--- config.mk ---
export PLATFORM = sky130hd
export DESIGN_NAME = nps_ctrl
export DESIGN_NICKNAME = d
export VERILOG_FILES = /design/src/rtl/nps_pkg.sv /design/src/rtl/nps_ctrl.sv
export SDC_FILE = /design/constraint.sdc
export NUM_CORES = 1
export LEC_CHECK = 0
export BUFFER_PORTS_ARGS = -buffer_cell sky130_fd_sc_hd__buf_2
export CAP_MARGIN = 20
export CORE_ASPECT_RATIO = 1.2
export CORE_MARGIN = 1
export CORE_UTILIZATION = 40
export DETAILED_ROUTE_END_ITERATION = 8
export GPL_TIMING_DRIVEN = 1
export PLACE_DENSITY = 0.82
export SYNTH_ARGS = -nofsm -noshare
export SYNTH_HDL_FRONTEND = slang
export SYNTH_SLANG_ARGS = --single-unit
--- constraint.sdc ---
create_clock -name clk -period 2.6 [get_ports clk]
set_input_delay 0.39 -clock clk [delete_from_list [all_inputs] [get_ports clk]]
set_output_delay 0.39 -clock clk [all_outputs]
set_load 0.02 [all_outputs]
--- src/rtl/nps_pkg.sv ---
// ----------------------------------------------------------------------------
// nps_pkg
// Shared types for the nearest-two prototype search: the tag that travels
// with each distance through the datapath and the controller command group.
// ----------------------------------------------------------------------------
package nps_pkg;

	localparam int unsigned APB_DATA_W = 32;
	localparam int unsigned APB_ADDR_W = 3;

	// register index within the APB window
	localparam logic REG_ACTIVE_COUNT = 1'b0;

	// role of a distance in the candidate scan
	typedef enum logic [1:0] {
		TAG_BEST_INIT,
		TAG_SEC_INIT,
		TAG_CMP
	} nps_tag_t;

	typedef struct packed {
		logic     wr_en;     // write prototype from input ports
		logic     capture;   // latch query event
		logic     issue;     // start one distance read
		nps_tag_t tag;
		logic     load_out;  // load result register
		logic     out_query; // result is a query answer
	} nps_cmd_t;

endpackage

--- src/rtl/nps_ctrl.sv ---
// ----------------------------------------------------------------------------
// nps_ctrl
// Controller: active count register, item sequencing, read address stream
// and output valid.
// ----------------------------------------------------------------------------
module nps_ctrl #(
	parameter int unsigned MAX_PROTOTYPES = 64
) (
	input  logic                                  clk,
	input  logic                                  arst_n,
	input  logic                                  in_valid,
	output logic                                  in_stall,
	input  logic                                  action,
	output logic                                  out_valid,
	input  logic                                  out_stall,
	input  logic                                  psel,
	input  logic                                  penable,
	input  logic                                  pwrite,
	input  logic [nps_pkg::APB_ADDR_W-1:0]        paddr,
	input  logic [nps_pkg::APB_DATA_W-1:0]        pwdata,
	output logic [nps_pkg::APB_DATA_W-1:0]        prdata,
	input  logic                                  pipe_busy,
	output nps_pkg::nps_cmd_t                     cmd,
	output logic [$clog2(MAX_PROTOTYPES)-1:0]     rd_addr
);

	localparam int unsigned SLOT_W = $clog2(MAX_PROTOTYPES);
	localparam int unsigned CNT_W  = $clog2(MAX_PROTOTYPES + 1);
	localparam int unsigned APB_ADDR_W_IDX = 2;

	typedef enum logic [2:0] {
		ST_IDLE,
		ST_ISSUE,
		ST_DRAIN,
		ST_DONE
	} state_t;

	state_t           state_q;
	logic [CNT_W-1:0] count_q;
	logic [CNT_W-1:0] step_q;
	logic             query_q;
	logic             out_valid_q;
	logic [CNT_W-1:0] n_eff;
	logic             accept;
	logic             reg_wr;
	logic             out_free;

	assign accept   = in_valid && (state_q == ST_IDLE);
	assign in_stall = (state_q != ST_IDLE);
	assign out_free = !out_valid_q || !out_stall;
	assign out_valid = out_valid_q;
	assign reg_wr   = psel && penable && pwrite &&
	                  (paddr[APB_ADDR_W_IDX] == nps_pkg::REG_ACTIVE_COUNT);

	always_comb begin
		prdata = '0;
		if (paddr[APB_ADDR_W_IDX] == nps_pkg::REG_ACTIVE_COUNT) begin
			prdata[CNT_W-1:0] = count_q;
		end
	end

	// zero counts as one, anything past the table saturates
	always_comb begin
		if (count_q == '0) begin
			n_eff = CNT_W'(1);
		end else if (count_q > CNT_W'(MAX_PROTOTYPES)) begin
			n_eff = CNT_W'(MAX_PROTOTYPES);
		end else begin
			n_eff = count_q;
		end
	end

	// scan order: slot 0, last active slot, then slots 1 .. n-1
	always_comb begin
		if (step_q == '0) begin
			rd_addr = '0;
		end else if (step_q == CNT_W'(1)) begin
			rd_addr = SLOT_W'(n_eff - CNT_W'(1));
		end else begin
			rd_addr = SLOT_W'(step_q - CNT_W'(1));
		end
	end

	always_comb begin
		cmd           = '0;
		cmd.wr_en     = accept && !action;
		cmd.capture   = accept && action;
		cmd.issue     = (state_q == ST_ISSUE);
		cmd.out_query = query_q;
		cmd.load_out  = (state_q == ST_DONE) && out_free;
		if (step_q == '0) begin
			cmd.tag = nps_pkg::TAG_BEST_INIT;
		end else if (step_q == CNT_W'(1)) begin
			cmd.tag = nps_pkg::TAG_SEC_INIT;
		end else begin
			cmd.tag = nps_pkg::TAG_CMP;
		end
	end

	always_ff @(posedge clk or negedge arst_n) begin
		if (!arst_n) begin
			state_q     <= ST_IDLE;
			count_q     <= CNT_W'(2);
			step_q      <= '0;
			query_q     <= 1'b0;
			out_valid_q <= 1'b0;
		end else begin
			if (reg_wr) begin
				count_q <= pwdata[CNT_W-1:0];
			end
			if (cmd.load_out) begin
				out_valid_q <= 1'b1;
			end else if (!out_stall) begin
				out_valid_q <= 1'b0;
			end
			unique case (state_q)
				ST_IDLE: begin
					step_q <= '0;
					if (accept) begin
						query_q <= action;
						state_q <= action ? ST_ISSUE : ST_DONE;
					end
				end
				ST_ISSUE: begin
					if (step_q == n_eff) begin
						state_q <= ST_DRAIN;
					end else begin
						step_q <= step_q + CNT_W'(1);
					end
				end
				ST_DRAIN: begin
					if (!pipe_busy) begin
						state_q <= ST_DONE;
					end
				end
				ST_DONE: begin
					if (out_free) begin
						state_q <= ST_IDLE;
					end
				end
				default: state_q <= ST_IDLE;
			endcase
		end
	end

endmodule

Word level (Yosys, flattened, before mapping)
Cells that the tools add are included.
{"block": "totals", "regBits": 19, "input_bits": 44}
{"block": "op_classes", "add_sub_neg": 3, "n_lt_le_gt_ge": 1, "n_eq_ne": 11, "n_mux": 17, "n_bitwise": 1, "reduce_logical": 19}
{"op": "two-way mux 7 bit", "n": 4}
{"op": "logical NOT 7 bit", "n": 2}
{"op": "one-hot mux 7 bit (2 select lines)", "n": 1}
{"op": "two-way mux 3 bit", "n": 4}
{"op": "two-way mux 6 bit", "n": 2}
{"op": "one-hot mux 3 bit (4 select lines)", "n": 1}
{"op": "subtractor 6 x 1 -> 6 bit, second input constant", "n": 2}
{"op": "!= test 2 bit, second input constant", "n": 4}
{"op": "adder 7 x 1 -> 7 bit, second input constant", "n": 1}
{"op": "== test 7 x 1 -> 1 bit, second input constant", "n": 1}
{"op": "== test 7 bit", "n": 1}
{"op": "> comparator 7 bit, second input constant", "n": 1}
{"op": "logical AND 1 bit", "n": 7}
{"op": "== test 3 x 2 -> 1 bit, second input constant", "n": 2}
{"op": "two-way mux 2 bit", "n": 3}
{"op": "!= test 2 x 1 -> 1 bit, second input constant", "n": 2}
{"op": "AND reduction 2 bit", "n": 2}
{"op": "AND reduction 4 bit", "n": 1}
{"op": "== test 3 x 1 -> 1 bit, second input constant", "n": 1}
{"op": "logical NOT 1 bit", "n": 3}
{"op": "logical NOT 3 bit", "n": 1}
{"op": "nonzero test 3 bit", "n": 1}
{"op": "two-way mux 1 bit", "n": 2}
{"op": "nonzero test 2 bit", "n": 1}
{"op": "other kinds (2)", "n": 2}

Depth between registers and ports, before layout
{"block": "depth", "ltp_word": 6, "depth_mapped": 8, "ltp_nobuf": 8}

Least setup slack after synthesis
OpenSTA, ideal clock, no wires.
{"block": "synth_timing", "path_kind": "reg-to-output", "startpoint": "register step_q[1]", "endpoint": "output rd_addr[3]", "t_arrival_ps": 2196, "setup_slack_ps": 14, "path_stages_with_launch": 8, "n_path_buf": 0, "cell_sequence": "dfrtp_1 -> inv_1 -> ha_1 -> or3b_1 -> a2bb2oi_1 -> nor4b_2 -> a21oi_1 -> o21ai_0"}
{"block": "synth_between", "elab_chain_cells": 3, "word_cells_on_any_way": 5}
{"element": "start, declared", "line_no": "nps_ctrl.sv:40", "text": "logic [CNT_W-1:0] step_q;"}
{"element": "start signal, assigned", "line_no": "nps_ctrl.sv:128", "text": "step_q <= step_q + CNT_W'(1);"}
{"element": "subtractor 6 x 1 -> 6 bit / == test 7 x 1 -> 1 bit (equally long branches)", "line_no": "nps_ctrl.sv:80, nps_ctrl.sv:77"}
{"element": "two-way mux 6 bit", "line_no": "nps_ctrl.sv:77", "text": "end else if (step_q == CNT_W'(1)) begin"}
{"element": "two-way mux 6 bit (*)", "line_no": "nps_ctrl.sv:75", "text": "if (step_q == '0) begin"}
{"element": "end, declared", "line_no": "nps_ctrl.sv:24", "text": "output logic [$clog2(MAX_PROTOTYPES)-1:0] rd_addr"}
Mark *: on every way between the ends. The rest lies on a longest branch, timed or not.

Worst setup path after layout
{"block": "layout_timing", "startpoint": "register step_q[1]", "endpoint": "output rd_addr[5]"}
The elaborated chain is that of the path after synthesis.

==> impl_summary.md <==
Floorplan
The standard cell core area is 3940 um^2. From left edge to right edge, the die measures 60.7 um. The total number of placement rows is 25. The number of primary I/O pins is 91. The initial utilization of the core area, before any placement, comes to 41.9%. The die covers 4390 um^2.

The y dimension of the die is 72.4 um.

Power
Dividing total power by cell area gives a power density of 1140 nW/um^2. The worst-case IR drop observed on VDD is 0.609 mV. The design draws 2.21 mW. The analysis attributes to cell leakage a power of 0.938 nW.

Job
The tool flagged a number of max-cap violations equal to 0.

Routing
The detail route stage leaves a number of antenna-violating nets equal to 0. The average via count per standard cell is 5.13. After the first detailed-routing iteration, the DRC count stood at 82. After detailed routing, the total wire length is 3850 um.

The post-detailed-route DRC marker count is 0. The via count of the routed design is 1492. The first-pass detailed-route iteration total is 4. The post-detailed-route wirelength per cell is 13.2 um.

Synthesis
The number of flops mapped to enable cells by yosys is 0. The number of library cell types mapped by synthesis is 51. Yosys printed 0 warnings. The mapped netlist covers 1650 um^2. Of all flip-flops after synthesis, the portion carrying an async set or reset was 100%. The flip-flop cell with the highest count after synthesis is sky130_fd_sc_hd__dfrtp_1. The count of state elements after synthesis is 18. Synthesis handed over a netlist of 192 instances. The post-synthesis sequential area ratio is 27.3%.

The average instance in the mapped netlist occupies 8.61 um^2.

Finish
The synthesis-to-finish area growth is 17.6%. Leaving out fill and tap cells, the most frequent cells in the layout are sky130_fd_sc_hd__buf_2, sky130_fd_sc_hd__conb_1, sky130_fd_sc_hd__nor2_1, sky130_fd_sc_hd__dfrtp_1. At the end of the flow the core is filled with cells to 49.3%.

The layout cell share with drive strength beyond 1 is 33.3%. Leaving out fill and tap cells, the most frequent cell in the layout is sky130_fd_sc_hd__buf_2. The number of antenna diodes in the final layout is 0.

In the final design database the tool counted 289 nets.

Run status
The final reports fail on setup timing. The flow ran to the end, but the final reports show violations.

Setup path
The data arrival time of the critical path is 2310 ps. The worst setup path is captured at an output port. The worst register-to-register path ends at step_q[4]. The reg-to-reg critical path startpoint is count_q[6].

The nature of the critical path startpoint is a flip-flop. The register-to-register setup slack is 350 ps. The largest fanout on the critical path is 4.

Counting cells, the worst reg-to-reg path comes to 6. The kind of critical path is reg2out. The launch point of the worst path is step_q[1]. The last element of the critical path is rd_addr[5]. STA puts the critical path data required time at 2210 ps.

Placement
In this run the tool buffered the top-level ports with 38 buffer cells. Detailed placement finished with a half-perimeter wire length of 2930 um. The routability congestion estimate is 0.831.

Clock network
For the worst-skew pair, the clock arrives at the later sink with an insertion delay of 260 ps. TritonCTS built the clock tree. CTS placed an instance of sky130_fd_sc_hd__clkbuf_8 at the clock tree root. The clock net in this run drives a total of 18 sinks. The H-tree depth is 1.

The maximum number of buffers from clock root to sink is 2. The number of hold buffers added after CTS is 0. The total CTS buffers is 3. After clock tree synthesis, the clock-pin slew on the worst setup and hold paths is 70 ps.

Global routing
The largest net degree at the start of global routing is 19. The all-layer global routing usage is 19.3%. The remaining global-route overflow is 0.

The global-route wire length before repair is 6330 um. The initial antenna violation count is 0. The via count of the first global-routing pass is 1391.

Worst hold path
The tightest min-delay check is of the in2async type.

Timing
After layout, the worst setup slack is -101 ps. The aggregate negative setup slack is -191 ps. Setup violations remaining at the end of the flow were counted as 3. The final-report hold violation count is 0. Setup repair after global routing could not meet its margin everywhere. The largest clock skew in the final design is 5.20 ps.

Static timing analysis puts the maximum clock frequency at 370 MHz. The worst path in the final design needs a cycle of 2700 ps, including I/O delays and setup. The number of slew-limit violations in the final report is 0.

Dividing the final minimum period by the clock period gives 104%. Hold timing on the final database bottoms out at a slack of 46.5 ps. For the pin with the worst max-slew slack, the measured transition is 552 ps. In this run the tightest slew margin relative to its limit is 63.2%.
## routing by layer
metal  track usage (%)  vias up  wire [um]
li1                  -      718          -
met1              24.2      710       1610
met2              32.8       54       1970
met3              1.78       10        164
met4              8.84        0        105
met5                 0        -          0
## critical path: stages (launching register included)
cell	delay, ps
sky130_fd_sc_hd__dfrtp_1	390
sky130_fd_sc_hd__inv_2	90
sky130_fd_sc_hd__ha_4	130
sky130_fd_sc_hd__or3b_4	400
sky130_fd_sc_hd__a2bb2oi_2	160
sky130_fd_sc_hd__nor4b_2	350
sky130_fd_sc_hd__nand2_1	130
sky130_fd_sc_hd__xnor2_1	140
sky130_fd_sc_hd__nor2_1	100
sky130_fd_sc_hd__buf_4	150
## report_power, final
part,internal (mW),switching (mW)
logic,0.606,0.928
clock network,0.135,0.0999
registers,0.361,0.0785
total,1.10,1.11
## how the worst min path moves through the flow
stage	depth (start not counted)	from	slack [ps]	end
finish	1	arst_n	50	step_q[2]
global route	1	arst_n	70	step_q[2]
CTS	1	arst_n	60	step_q[2]
detailed placement	1	arst_n	340	count_q[2]
global placement	1	arst_n	340	count_q[2]
floorplan	0	arst_n	90	count_q[0]
## Yosys cell counts, types with 2 or more instances
| cell | count | area, um^2 |
|---|---|---|
| sky130_fd_sc_hd__o211ai_1 | 5 | 37.5 |
| sky130_fd_sc_hd__nor3_1 | 3 | 15.0 |
| sky130_fd_sc_hd__o21bai_1 | 2 | 15.0 |
| sky130_fd_sc_hd__nor2b_1 | 3 | 18.8 |
| sky130_fd_sc_hd__buf_2 | 2 | 10.0 |
| sky130_fd_sc_hd__buf_6 | 2 | 22.5 |
| sky130_fd_sc_hd__clkbuf_1 | 5 | 18.8 |
| sky130_fd_sc_hd__nand3_1 | 4 | 20.0 |
| sky130_fd_sc_hd__nor4_4 | 2 | 42.5 |
| sky130_fd_sc_hd__a31oi_1 | 2 | 12.5 |
| sky130_fd_sc_hd__xnor2_1 | 2 | 17.5 |
| sky130_fd_sc_hd__nor2_1 | 20 | 75.1 |
| sky130_fd_sc_hd__or4_1 | 2 | 15.0 |
| sky130_fd_sc_hd__a222oi_1 | 2 | 20.0 |
| sky130_fd_sc_hd__nand4b_1 | 2 | 17.5 |
| sky130_fd_sc_hd__o311ai_1 | 3 | 26.3 |
| sky130_fd_sc_hd__dfrtp_1 | 17 | 425 |
| sky130_fd_sc_hd__inv_1 | 16 | 60.1 |
| sky130_fd_sc_hd__o21ai_0 | 6 | 30.0 |
| sky130_fd_sc_hd__mux2i_1 | 2 | 20.0 |
| sky130_fd_sc_hd__mux2_2 | 7 | 78.8 |
| sky130_fd_sc_hd__a211oi_1 | 2 | 15.0 |
| sky130_fd_sc_hd__nand2_1 | 10 | 37.5 |
| sky130_fd_sc_hd__or4_2 | 3 | 26.3 |
| sky130_fd_sc_hd__buf_4 | 26 | 195 |
| sky130_fd_sc_hd__a21o_1 | 2 | 15.0 |
| sky130_fd_sc_hd__ha_1 | 7 | 87.6 |
| sky130_fd_sc_hd__nand4_1 | 2 | 12.5 |
| sky130_fd_sc_hd__a21oi_1 | 9 | 45.0 |
## cell type report
cell class / count / area [um^2]
inverter: 16 / 60.1
tap: 54 / 67.6
sequential: 18 / 452
fill: 383 / 2000
timing repair buffer: 52 / 304
multi-input combinational: 147 / 1010
clock buffer: 4 / 55.1
## state kept, by name, indices dropped and copies added (netlist names)
| name | count |
|---|---|
| count_q | 7 |
| out_valid | 1 |
| state_q | 2 |
| step_q | 7 |
| query_q | 1 |
## cells by family after synthesis
| kind of cell | Yosys count | share of synthesized area (%) |
|---|---|---|
| and+or+nand+nor | 61 | 21.9 |
| adders and majority gates | 7 | 5.30 |
| xor gates and xnor gates | 2 | 1.06 |
| DFF | 18 | 27.3 |
| other | 1 | 0.227 |
| buffers and inverters | 51 | 18.5 |
| AOI/OAI and AO/OA | 42 | 19.0 |
| muxes | 10 | 6.66 |
## stage by stage
step                cells  worst slack (ps)  area, um^2
global placement      287               147        1860
finish                291              -101        1940
detailed placement    287              96.8        1860
floorplan             216              13.7        1740
global route          291              -178        1940
CTS                   291              -154        1930
## repair_timing
action / 4_1_cts / 5_1_grt
setup endpoints to repair: 5 / 5
pin swaps: 3 / 4
buffers inserted: 0 / 0
gates resized for setup: 5 / 3
Power figures use the tool's default switching activity.
